### src/hw/rtl/rpc_port_mapping_table_core_assert.svh
// ----------------------------------------------------------------------------
// Assertion macros for the port mapping table core.
// Each macro states one clocked property, reset disables it.
// ----------------------------------------------------------------------------
`ifndef RPC_PORT_MAPPING_TABLE_CORE_ASSERT_SVH
`define RPC_PORT_MAPPING_TABLE_CORE_ASSERT_SVH

`ifndef ASSERT_OFF

// Antecedent implies consequent in the same cycle.
`define RPMT_ASSERT_SAME(lbl, clk, rstn, ante, cons) \
    lbl: assert property (@(posedge clk) disable iff (!(rstn)) (ante) |-> (cons)) \
        else $error("port mapping table assertion failed");

// Antecedent implies consequent in the next cycle.
`define RPMT_ASSERT_NEXT(lbl, clk, rstn, ante, cons) \
    lbl: assert property (@(posedge clk) disable iff (!(rstn)) (ante) |=> (cons)) \
        else $error("port mapping table assertion failed");

`else

`define RPMT_ASSERT_SAME(lbl, clk, rstn, ante, cons)
`define RPMT_ASSERT_NEXT(lbl, clk, rstn, ante, cons)

`endif

`endif

### src/hw/rtl/rpmt_pkg.sv
// ----------------------------------------------------------------------------
// Port mapping table package
// Shared codes, widths and the command and status bundles between the
// controller and the datapath.
// ----------------------------------------------------------------------------
`default_nettype none

package rpmt_pkg;

    // Default table depth.
    localparam int DEF_TABLE_ENTRIES = 16;

    // Field widths.
    localparam int WORD_W   = 32;
    localparam int PORT_W   = 16;
    localparam int STATUS_W = 3;
    localparam int CFG_IDX_W = 1;

    // Configuration register indexes.
    localparam logic [CFG_IDX_W-1:0] REG_OWN_PROGRAM = 1'b0;
    localparam logic [CFG_IDX_W-1:0] REG_OWN_VERSION = 1'b1;

    // Reset values of the configuration registers.
    localparam logic [WORD_W-1:0] OWN_PROGRAM_RST = 32'd100000;
    localparam logic [WORD_W-1:0] OWN_VERSION_RST = 32'd2;

    // Procedure numbers.
    localparam logic [WORD_W-1:0] PROC_NULL    = 32'd0;
    localparam logic [WORD_W-1:0] PROC_SET     = 32'd1;
    localparam logic [WORD_W-1:0] PROC_UNSET   = 32'd2;
    localparam logic [WORD_W-1:0] PROC_GETPORT = 32'd3;
    localparam logic [WORD_W-1:0] PROC_DUMP    = 32'd4;
    localparam logic [WORD_W-1:0] PROC_CALLIT  = 32'd5;

    // Reply status codes.
    localparam logic [STATUS_W-1:0] ST_OK            = 3'd0;
    localparam logic [STATUS_W-1:0] ST_PROG_UNAVAIL  = 3'd1;
    localparam logic [STATUS_W-1:0] ST_PROG_MISMATCH = 3'd2;
    localparam logic [STATUS_W-1:0] ST_PROC_UNAVAIL  = 3'd3;
    localparam logic [STATUS_W-1:0] ST_GARBAGE_ARGS  = 3'd4;
    localparam logic [STATUS_W-1:0] ST_SET_REFUSED   = 3'd5;

    // Commands from the controller to the datapath.
    typedef struct packed {
        logic load_req;
        logic scan_clear;
        logic scan_issue;
        logic res_load;
        logic out_load;
    } ctrl_cmd_t;

    // Status from the datapath to the controller.
    typedef struct packed {
        logic need_scan;
        logic scan_last;
    } dp_status_t;

endpackage

`default_nettype wire

### src/hw/rtl/rpmt_datapath.sv
// ----------------------------------------------------------------------------
// Port mapping table datapath
// Holds the request, the configuration, the table memory with its
// occupancy bits, the scan accumulators and the result registers.
// ----------------------------------------------------------------------------
`default_nettype none

module rpmt_datapath #(
    parameter int TABLE_ENTRIES = rpmt_pkg::DEF_TABLE_ENTRIES
) (
    input  wire                                  aclk,
    input  wire                                  aresetn,
    input  wire                                  cfg_wr_en,
    input  wire  [rpmt_pkg::CFG_IDX_W-1:0]       cfg_wr_index,
    input  wire  [rpmt_pkg::WORD_W-1:0]          cfg_wr_data,
    input  wire  [rpmt_pkg::WORD_W-1:0]          s_func,
    input  wire  [rpmt_pkg::WORD_W-1:0]          s_header_program,
    input  wire  [rpmt_pkg::WORD_W-1:0]          s_header_version,
    input  wire  [rpmt_pkg::WORD_W-1:0]          s_map_program,
    input  wire  [rpmt_pkg::WORD_W-1:0]          s_map_version,
    input  wire  [rpmt_pkg::WORD_W-1:0]          s_map_protocol,
    input  wire  [rpmt_pkg::PORT_W-1:0]          s_map_port,
    input  wire                                  s_trailing_data,
    input  rpmt_pkg::ctrl_cmd_t                  cmd,
    output rpmt_pkg::dp_status_t                 sts,
    output logic [rpmt_pkg::STATUS_W-1:0]        m_status,
    output logic [rpmt_pkg::PORT_W-1:0]          m_found_port,
    output logic [rpmt_pkg::WORD_W-1:0]          m_supported_version
);

    import rpmt_pkg::*;

    localparam int IDX_W = (TABLE_ENTRIES > 1) ? $clog2(TABLE_ENTRIES) : 1;
    localparam logic [IDX_W-1:0] LAST_IDX = IDX_W'(TABLE_ENTRIES - 1);

    typedef struct packed {
        logic [WORD_W-1:0] prog;
        logic [WORD_W-1:0] version;
        logic [WORD_W-1:0] protocol;
        logic [PORT_W-1:0] port;
    } entry_t;

    // Configuration registers.
    logic [WORD_W-1:0] own_program_reg;
    logic [WORD_W-1:0] own_version_reg;

    // Captured request.
    logic [WORD_W-1:0] req_func_reg;
    logic [WORD_W-1:0] req_hprog_reg;
    logic [WORD_W-1:0] req_hver_reg;
    logic [WORD_W-1:0] req_mprog_reg;
    logic [WORD_W-1:0] req_mver_reg;
    logic [WORD_W-1:0] req_mprot_reg;
    logic [PORT_W-1:0] req_mport_reg;
    logic              req_trail_reg;

    // Table storage and occupancy.
    entry_t                   mem [TABLE_ENTRIES];
    logic [TABLE_ENTRIES-1:0] valid_reg;
    entry_t                   rd_data_reg;
    logic                     occ_reg;

    // Scan control and accumulators.
    logic [IDX_W-1:0]  scan_idx_reg;
    logic [IDX_W-1:0]  cmp_idx_reg;
    logic              cmp_en_reg;
    logic              dup_reg;
    logic              free_found_reg;
    logic [IDX_W-1:0]  free_idx_reg;
    logic              hit_reg;
    logic [PORT_W-1:0] hit_port_reg;

    // Result registers.
    logic [STATUS_W-1:0] res_status_reg;
    logic [PORT_W-1:0]   res_port_reg;
    logic [WORD_W-1:0]   res_supp_reg;
    logic [STATUS_W-1:0] out_status_reg;
    logic [PORT_W-1:0]   out_port_reg;
    logic [WORD_W-1:0]   out_supp_reg;

    logic [STATUS_W-1:0] early_status;
    logic [WORD_W-1:0]   early_supp;
    logic                need_scan;
    logic                is_set;
    logic [PORT_W-1:0]   ent_port;
    logic                ent_match;
    logic [STATUS_W-1:0] scan_status;
    logic [PORT_W-1:0]   scan_port;
    logic                mem_we;

    // Configuration writes.
    always_ff @(posedge aclk) begin
        if (!aresetn) begin
            own_program_reg <= OWN_PROGRAM_RST;
            own_version_reg <= OWN_VERSION_RST;
        end else if (cfg_wr_en) begin
            unique case (cfg_wr_index)
                REG_OWN_PROGRAM: own_program_reg <= cfg_wr_data;
                REG_OWN_VERSION: own_version_reg <= cfg_wr_data;
                default: ;
            endcase
        end
    end

    // Request capture.
    always_ff @(posedge aclk) begin
        if (cmd.load_req) begin
            req_func_reg  <= s_func;
            req_hprog_reg <= s_header_program;
            req_hver_reg  <= s_header_version;
            req_mprog_reg <= s_map_program;
            req_mver_reg  <= s_map_version;
            req_mprot_reg <= s_map_protocol;
            req_mport_reg <= s_map_port;
            req_trail_reg <= s_trailing_data;
        end
    end

    // Header checks and procedure decode.
    always_comb begin
        early_status = ST_OK;
        early_supp   = '0;
        need_scan    = 1'b0;
        priority if (req_hprog_reg != own_program_reg) begin
            early_status = ST_PROG_UNAVAIL;
        end else if (req_hver_reg != own_version_reg) begin
            early_status = ST_PROG_MISMATCH;
            early_supp   = own_version_reg;
        end else begin
            unique case (req_func_reg)
                PROC_NULL, PROC_UNSET, PROC_DUMP, PROC_CALLIT: begin
                    early_status = ST_OK;
                end
                PROC_SET, PROC_GETPORT: begin
                    early_status = req_trail_reg ? ST_GARBAGE_ARGS : ST_OK;
                    need_scan    = !req_trail_reg;
                end
                default: begin
                    early_status = ST_PROC_UNAVAIL;
                end
            endcase
        end
    end

    assign is_set = (req_func_reg == PROC_SET);

    assign sts.need_scan = need_scan;
    assign sts.scan_last = (scan_idx_reg == LAST_IDX);

    // Scan address counter and compare-stage valid.
    always_ff @(posedge aclk) begin
        if (!aresetn) begin
            cmp_en_reg <= 1'b0;
        end else begin
            cmp_en_reg <= cmd.scan_issue;
        end
    end

    always_ff @(posedge aclk) begin
        if (cmd.scan_clear) begin
            scan_idx_reg <= '0;
        end else if (cmd.scan_issue && !sts.scan_last) begin
            scan_idx_reg <= scan_idx_reg + 1'b1;
        end
        cmp_idx_reg <= scan_idx_reg;
    end

    // Table memory: one write port, one registered read port.
    assign mem_we = cmd.res_load && need_scan && is_set && !dup_reg && free_found_reg;

    always_ff @(posedge aclk) begin
        if (mem_we) begin
            mem[free_idx_reg] <= '{prog:     req_mprog_reg,
                                   version:  req_mver_reg,
                                   protocol: req_mprot_reg,
                                   port:     req_mport_reg};
        end
        rd_data_reg <= mem[scan_idx_reg];
        occ_reg     <= valid_reg[scan_idx_reg];
    end

    // Occupancy bits; reset empties the table at once.
    always_ff @(posedge aclk) begin
        if (!aresetn) begin
            valid_reg <= '0;
        end else if (mem_we) begin
            valid_reg[free_idx_reg] <= 1'b1;
        end
    end

    // An unoccupied entry reads as a free slot with port zero.
    assign ent_port  = occ_reg ? rd_data_reg.port : '0;
    assign ent_match = occ_reg && (rd_data_reg.prog == req_mprog_reg)
                       && (rd_data_reg.version == req_mver_reg)
                       && (rd_data_reg.protocol == req_mprot_reg);

    // Scan accumulators: duplicate port, first free slot, first match.
    always_ff @(posedge aclk) begin
        if (cmd.scan_clear) begin
            dup_reg        <= 1'b0;
            free_found_reg <= 1'b0;
            free_idx_reg   <= '0;
            hit_reg        <= 1'b0;
            hit_port_reg   <= '0;
        end else if (cmp_en_reg) begin
            if (ent_port == req_mport_reg) begin
                dup_reg <= 1'b1;
            end
            if ((ent_port == '0) && !free_found_reg) begin
                free_found_reg <= 1'b1;
                free_idx_reg   <= cmp_idx_reg;
            end
            if (ent_match && !hit_reg) begin
                hit_reg      <= 1'b1;
                hit_port_reg <= ent_port;
            end
        end
    end

    // Outcome of a table scan.
    always_comb begin
        scan_status = ST_OK;
        scan_port   = '0;
        if (is_set) begin
            scan_status = (dup_reg || !free_found_reg) ? ST_SET_REFUSED : ST_OK;
        end else if (hit_reg) begin
            scan_port = hit_port_reg;
        end else begin
            scan_status = ST_GARBAGE_ARGS;
        end
    end

    // Result and output registers.
    always_ff @(posedge aclk) begin
        if (cmd.res_load) begin
            res_status_reg <= need_scan ? scan_status : early_status;
            res_port_reg   <= need_scan ? scan_port : '0;
            res_supp_reg   <= early_supp;
        end
        if (cmd.out_load) begin
            out_status_reg <= res_status_reg;
            out_port_reg   <= res_port_reg;
            out_supp_reg   <= res_supp_reg;
        end
    end

    assign m_status            = out_status_reg;
    assign m_found_port        = out_port_reg;
    assign m_supported_version = out_supp_reg;

endmodule

`default_nettype wire

### src/hw/rtl/rpmt_ctrl.sv
// ----------------------------------------------------------------------------
// Port mapping table controller
// Sequences decode, table scan, commit and reply, and owns the handshakes.
// ----------------------------------------------------------------------------
`default_nettype none

module rpmt_ctrl (
    input  wire                   aclk,
    input  wire                   aresetn,
    input  wire                   s_valid,
    output logic                  s_ready,
    output logic                  m_valid,
    input  wire                   m_ready,
    input  rpmt_pkg::dp_status_t  sts,
    output rpmt_pkg::ctrl_cmd_t   cmd
);

    import rpmt_pkg::*;

    typedef enum logic [5:0] {
        S_IDLE    = 6'b000001,
        S_DECODE  = 6'b000010,
        S_SCAN    = 6'b000100,
        S_TAIL    = 6'b001000,
        S_RESOLVE = 6'b010000,
        S_FINISH  = 6'b100000
    } state_t;

    state_t state_reg;
    state_t state_next;
    logic   out_valid_reg;
    logic   out_valid_next;

    // Next state and commands.
    always_comb begin
        state_next = state_reg;
        cmd        = '0;
        unique case (state_reg)
            S_IDLE: begin
                if (s_valid) begin
                    cmd.load_req = 1'b1;
                    state_next   = S_DECODE;
                end
            end
            S_DECODE: begin
                if (sts.need_scan) begin
                    cmd.scan_clear = 1'b1;
                    state_next     = S_SCAN;
                end else begin
                    cmd.res_load = 1'b1;
                    state_next   = S_FINISH;
                end
            end
            S_SCAN: begin
                cmd.scan_issue = 1'b1;
                if (sts.scan_last) begin
                    state_next = S_TAIL;
                end
            end
            S_TAIL: begin
                state_next = S_RESOLVE;
            end
            S_RESOLVE: begin
                cmd.res_load = 1'b1;
                state_next   = S_FINISH;
            end
            S_FINISH: begin
                if (!out_valid_reg || m_ready) begin
                    cmd.out_load = 1'b1;
                    state_next   = S_IDLE;
                end
            end
            default: begin
                state_next = S_IDLE;
            end
        endcase
    end

    // The output register is full until the receiver takes the reply.
    always_comb begin
        out_valid_next = out_valid_reg;
        priority if (cmd.out_load) begin
            out_valid_next = 1'b1;
        end else if (m_ready) begin
            out_valid_next = 1'b0;
        end
    end

    always_ff @(posedge aclk) begin
        if (!aresetn) begin
            state_reg     <= S_IDLE;
            out_valid_reg <= 1'b0;
        end else begin
            state_reg     <= state_next;
            out_valid_reg <= out_valid_next;
        end
    end

    assign s_ready = (state_reg == S_IDLE);
    assign m_valid = out_valid_reg;

endmodule

`default_nettype wire

### src/hw/rtl/rpc_port_mapping_table_core.sv
// ----------------------------------------------------------------------------
// Portmapper mapping table core
// Takes one decoded portmapper request on the s_ channel and returns one
// reply on the m_ channel. Configuration writes set the own program and
// version numbers and take effect at once.
// Requests that fail the header checks, stubs and unknown procedures reply
// without a table scan. SET and GETPORT without trailing data scan the
// table, one entry per cycle through the table memory read port, and
// reply once the last entry has been compared. One request is in work at
// a time; the next is taken as soon as the previous reply sits in the
// output register.
// Reset restores the configuration defaults and empties the table at once
// through per-entry occupancy bits; no clearing pass is needed.
// When the receiver stalls, the reply holds in the output register; one more
// request is taken and worked, and it waits to load its reply until the
// pending one is taken.
// ----------------------------------------------------------------------------
`default_nettype none

`include "rpc_port_mapping_table_core_assert.svh"

module rpc_port_mapping_table_core #(
    parameter int TABLE_ENTRIES = rpmt_pkg::DEF_TABLE_ENTRIES
) (
    input  wire                                  aclk,
    input  wire                                  aresetn,
    input  wire                                  cfg_wr_en,
    input  wire  [rpmt_pkg::CFG_IDX_W-1:0]       cfg_wr_index,
    input  wire  [rpmt_pkg::WORD_W-1:0]          cfg_wr_data,
    input  wire                                  s_valid,
    output logic                                 s_ready,
    input  wire  [rpmt_pkg::WORD_W-1:0]          s_func,
    input  wire  [rpmt_pkg::WORD_W-1:0]          s_header_program,
    input  wire  [rpmt_pkg::WORD_W-1:0]          s_header_version,
    input  wire  [rpmt_pkg::WORD_W-1:0]          s_map_program,
    input  wire  [rpmt_pkg::WORD_W-1:0]          s_map_version,
    input  wire  [rpmt_pkg::WORD_W-1:0]          s_map_protocol,
    input  wire  [rpmt_pkg::PORT_W-1:0]          s_map_port,
    input  wire                                  s_trailing_data,
    output logic                                 m_valid,
    input  wire                                  m_ready,
    output logic [rpmt_pkg::STATUS_W-1:0]        m_status,
    output logic [rpmt_pkg::PORT_W-1:0]          m_found_port,
    output logic [rpmt_pkg::WORD_W-1:0]          m_supported_version
);

    import rpmt_pkg::*;

    ctrl_cmd_t  cmd;
    dp_status_t sts;

    // Request sequencer.
    rpmt_ctrl u_ctrl (
        .aclk    (aclk),
        .aresetn (aresetn),
        .s_valid (s_valid),
        .s_ready (s_ready),
        .m_valid (m_valid),
        .m_ready (m_ready),
        .sts     (sts),
        .cmd     (cmd)
    );

    // Table, checks and reply registers.
    rpmt_datapath #(
        .TABLE_ENTRIES (TABLE_ENTRIES)
    ) u_datapath (
        .aclk                (aclk),
        .aresetn             (aresetn),
        .cfg_wr_en           (cfg_wr_en),
        .cfg_wr_index        (cfg_wr_index),
        .cfg_wr_data         (cfg_wr_data),
        .s_func              (s_func),
        .s_header_program    (s_header_program),
        .s_header_version    (s_header_version),
        .s_map_program       (s_map_program),
        .s_map_version       (s_map_version),
        .s_map_protocol      (s_map_protocol),
        .s_map_port          (s_map_port),
        .s_trailing_data     (s_trailing_data),
        .cmd                 (cmd),
        .sts                 (sts),
        .m_status            (m_status),
        .m_found_port        (m_found_port),
        .m_supported_version (m_supported_version)
    );

    // An accepted request makes the block busy in the next cycle.
    `RPMT_ASSERT_NEXT(a_busy_after_accept, aclk, aresetn, s_valid && s_ready, !s_ready)
    // A new reply never overwrites one the receiver has not taken.
    `RPMT_ASSERT_SAME(a_no_overwrite, aclk, aresetn, cmd.out_load, !m_valid || m_ready)
    // Replies carry a defined status code.
    `RPMT_ASSERT_SAME(a_status_code, aclk, aresetn, m_valid, m_status <= ST_SET_REFUSED)
    // A found port only comes with an ok status.
    `RPMT_ASSERT_SAME(a_port_ok, aclk, aresetn, m_valid && (m_found_port != '0),
                      m_status == ST_OK)

endmodule

`default_nettype wire
### config.mk
export PLATFORM = sky130hd
export DESIGN_NAME = rpc_port_mapping_table_core
export DESIGN_NICKNAME = d
export VERILOG_FILES = /design/src/hw/rtl/rpmt_pkg.sv /design/src/hw/rtl/rpmt_datapath.sv /design/src/hw/rtl/rpmt_ctrl.sv /design/src/hw/rtl/rpc_port_mapping_table_core.sv
export VERILOG_INCLUDE_DIRS = /design/src /design/src/hw/rtl
export SDC_FILE = /design/constraint.sdc
export NUM_CORES = 2
export LEC_CHECK = 0
export BUFFER_PORTS_ARGS = -buffer_cell sky130_fd_sc_hd__buf_2
export CORE_MARGIN = 2
export CORE_UTILIZATION = 59
export DETAILED_ROUTE_END_ITERATION = 12
export HOLD_SLACK_MARGIN = 0.05
export PLACE_DENSITY = 0.79
export SLEW_MARGIN = 0
export SYNTH_ARGS = -nofsm -noshare
export SYNTH_HDL_FRONTEND = slang
export SYNTH_HIERARCHICAL = 1
export SYNTH_SLANG_ARGS = --single-unit
### constraint.sdc
create_clock -name aclk -period 27.1 [get_ports aclk]
set_input_delay 8.13 -clock aclk [delete_from_list [all_inputs] [get_ports aclk]]
set_output_delay 8.13 -clock aclk [all_outputs]
set_load 0.02 [all_outputs]
==> out/metrics.yaml <==
floorplan:
  die_y_um: 386.1
  die_w_um: 386.1
  ios: 300
  core_area_um2: 145200
  num_rows: 140
  dieArea_um2: 149100
  initial_utilization_pct: 59.32
grt:
  grt_pass1_vias: 42160
  grt_max_degree: 144
  grt_use_total_pct: 26.94
  antenna_found_initial: 4
  grt_overflow: 0
  grt_pass1_wl_um: 287500
clock_tree:
  cts-root-buf: "clkbuf_16"
  clock_sinks: 2335
  cts_hold_buf: 0
  cts_tree: "built"
  cts.path.max_buffers: 3
  clkTransAtPathRegs_ns: 0.06
  insertion_delay_ns: 0.84
  numCtsBuffers: 213
  htree_num_levels: 4
  post-cts-setup-buffers: 0
  post_cts_resized: 0
layout:
  largest_register_ffs: 1792
  stdcell_area_um2: 97160
  final_layout_size_suffix_gt1_share_pct: 29.04
  nNetsFinal: 4481
  syn2layout_area_growth_pct: 12.79
synthesis:
  syn_avg_cell_area_um2: 22.40
  synth.cell_area_um2: 86140
  ys_dominant_reg_cell: "edfxtp_1"
  synthCells: 3845
  async_reset_ff_share_pct: 0
  synth_nets: 4093
  synth_cell_types: 54
  yosysSeqAreaShare_pct: 78.70
  ys_warn_count: 6
  synth_edf_count: 2103
  synth_seq_cells: 2335
detailed_routing:
  drc: 0
  drt_iter0_drc: 5134
  wirelength_um: 198400
  drt_first_pass_iters: 7
  avgRoutedWirePerCell_um: 31.29
  via_per_inst: 6.454
  route.vias.total: 40916
  drtAntennaViolNets: 0
flow_run:
  cap_violations: 0
placement:
  dpl-instance-area_um2: 89950
  dp_hpwl_um: 93050
  portBuffers: 299
  place_congestion: 0.8293
pwr:
  p_leak_nw: 30.41
  power_density_nw_per_um2: 74.30
  ir_drop_v: 0.00007619
setup_path:
  critPathLaunchType: "register"
  r2r_cells: 17
  r2r_start: "u_datapath/req_hver_reg[4]$_DFFE_PP_"
  cp.required_ns: 18.97
  cp-startpoint: "u_ctrl/state_reg[2]$_SDFFE_PN0P_"
  worst_setup_path_end_kind: "output port"
  worst-path-max-fanout: 5
  ff2ff_setup_slack_ns: 20.35
  path_class: "register to output port"
  cp_data_arrival_time_ns: 2.10
  reg2reg_to: "u_datapath/mem[15][86]$_DFFE_PP_"
sta:
  setup_viol_count_final: 0
  skew_ns: 0.04760
  relSlewSlack_pct: 7.334
  fin_crit_sh_pct: 37.74
  period_minus_slack_ns: 10.23
  rsz0062_at_grt: "no"
  slew_viol_final: 0
  setup-tns-final_ns: 0
  max_clock_freq_mhz: 97.76
  hold_viol: 0
  worstMarginPinSlew_ns: 1.377
worst_hold_path:
  holdPathEnd: "u_datapath/m_supported_version[8]$_DFFE_PP_"
  hold_start: "u_datapath/res_supp_reg[8]$_SDFFCE_PP0P_"
  min_path_cells: 0
  hold_path.class: "register to register"
outcome:
  outcome: "finished, final reports clean"
## power by group
| group | internal (W) | leakage [nW] | switching (W) |
|---|---|---|---|
| Clock | 0.00175 | 3.53 | 0.00131 |
| Sequential | 0.00399 | 20.8 | 0.0000782 |
| Combinational | 0.0000326 | 6.06 | 0.0000647 |
## kinds of logic after synthesis
kind of cell	Yosys count	share of synthesized area [%]
multiplexers	586	15.02
XOR/XNOR	168	1.708
buffers and inverters	194	1.011
flip-flops	2335	78.70
AND/OR/NAND/NOR	451	2.606
AO/OA/AOI/OAI	110	0.9398
adder cells (fa/ha/maj)	1	0.01452
## synth_stat cells (all sizes together), types with 2 or more instances
cell       n  area share, %
o21ai      6          0.035
nand2b    27           0.20
nand4     15           0.11
or4        7          0.065
nor2      29           0.13
or3       12          0.093
and3       3          0.022
mux2i     21           0.24
o31ai     17           0.15
mux4     565             15
xnor2     20           0.20
nor2b      7          0.051
o32ai      2          0.020
a21oi      6          0.035
nand3     15          0.087
nor3      38           0.22
and4b      2          0.023
a31oi      3          0.022
inv       11          0.048
edfxtp  2103             73
buf       77           0.50
nand2    193           0.84
a22oi      4          0.035
nor4bb     2          0.023
a21boi    57           0.50
o22ai      3          0.022
nor4      56           0.41
clkbuf   106           0.46
a31o       3          0.031
nand3b     2          0.017
dfxtp    232            5.4
xor2     148            1.5
and2      38           0.28
## worst max path at each step
| stage | endpoint | slack [ns] | cells past startpoint |
|---|---|---|---|
| after floorplan | u_datapath/mem[0][0]$_DFFE_PP_ | 9.63 | 14 |
| after global placement | u_datapath/req_mprog_reg[10]$_DFFE_PP_ | 17.14 | 3 |
| after detailed placement | u_datapath/req_mprog_reg[10]$_DFFE_PP_ | 17.08 | 3 |
| after CTS | s_ready | 16.84 | 3 |
| after global routing | s_ready | 16.76 | 3 |
| final | s_ready | 16.87 | 3 |
## layout make-up
class,count,area (um^2)
antenna,2,5.005
clock buffer,296,6020
clock inverter,107,1181
fill,8608,48060
inverter,11,41.29
multi-input combinational,1316,17590
sequential,2335,67810
tap,1917,2399
timing repair buffer,356,2112
## layer usage
metal / part of all wire, % / global-route usage [%] / vias up
met4: 3.0 / 8.455 / 2
met2: 50 / 44.40 / 2545
met5: 0.0096 / 0 / -
met1: 37 / 37.29 / 21335
li1: - / - / 16643
met3: 9.7 / 4.803 / 391
## layout by cell type (no fill, tap or decap), types with 27 or more instances in the layout
master,netlist,routed
clkbuf_16,0,219
dfxtp_1,232,228
buf_2,54,299
clkinv_2,0,47
mux4_2,565,565
nor4_1,56,54
a21boi_0,57,57
clkbuf_1,106,52
edfxtp_1,2103,2103
nand2_1,193,193
nand2b_1,27,27
nor2_1,29,28
xor2_1,148,148
buf_4,4,42
and2_1,38,37
## stage by stage
stage	setup slack, ns	hold WS [ns]	cells	total power [W]	util (%)
6_report	16.87	0.4174	6340	0.007219	66.91
5_1_grt	16.76	0.4226	6339	0.007403	66.90
4_1_cts	16.84	0.4171	6338	0.007259	66.90
3_5_place_dp	17.08	0.4045	5935	0.004237	61.94
3_3_place_gp	17.14	0.4004	5935	0.004229	61.94
2_1_floorplan	9.631	0.3290	3845	0.004160	-
## critical path, stage by stage (launching register included)
cell     delay, ns
dfxtp_1       0.34
or3_4         0.43
nor3_1        0.29
buf_2         0.23
Power figures use the tool's default switching activity.
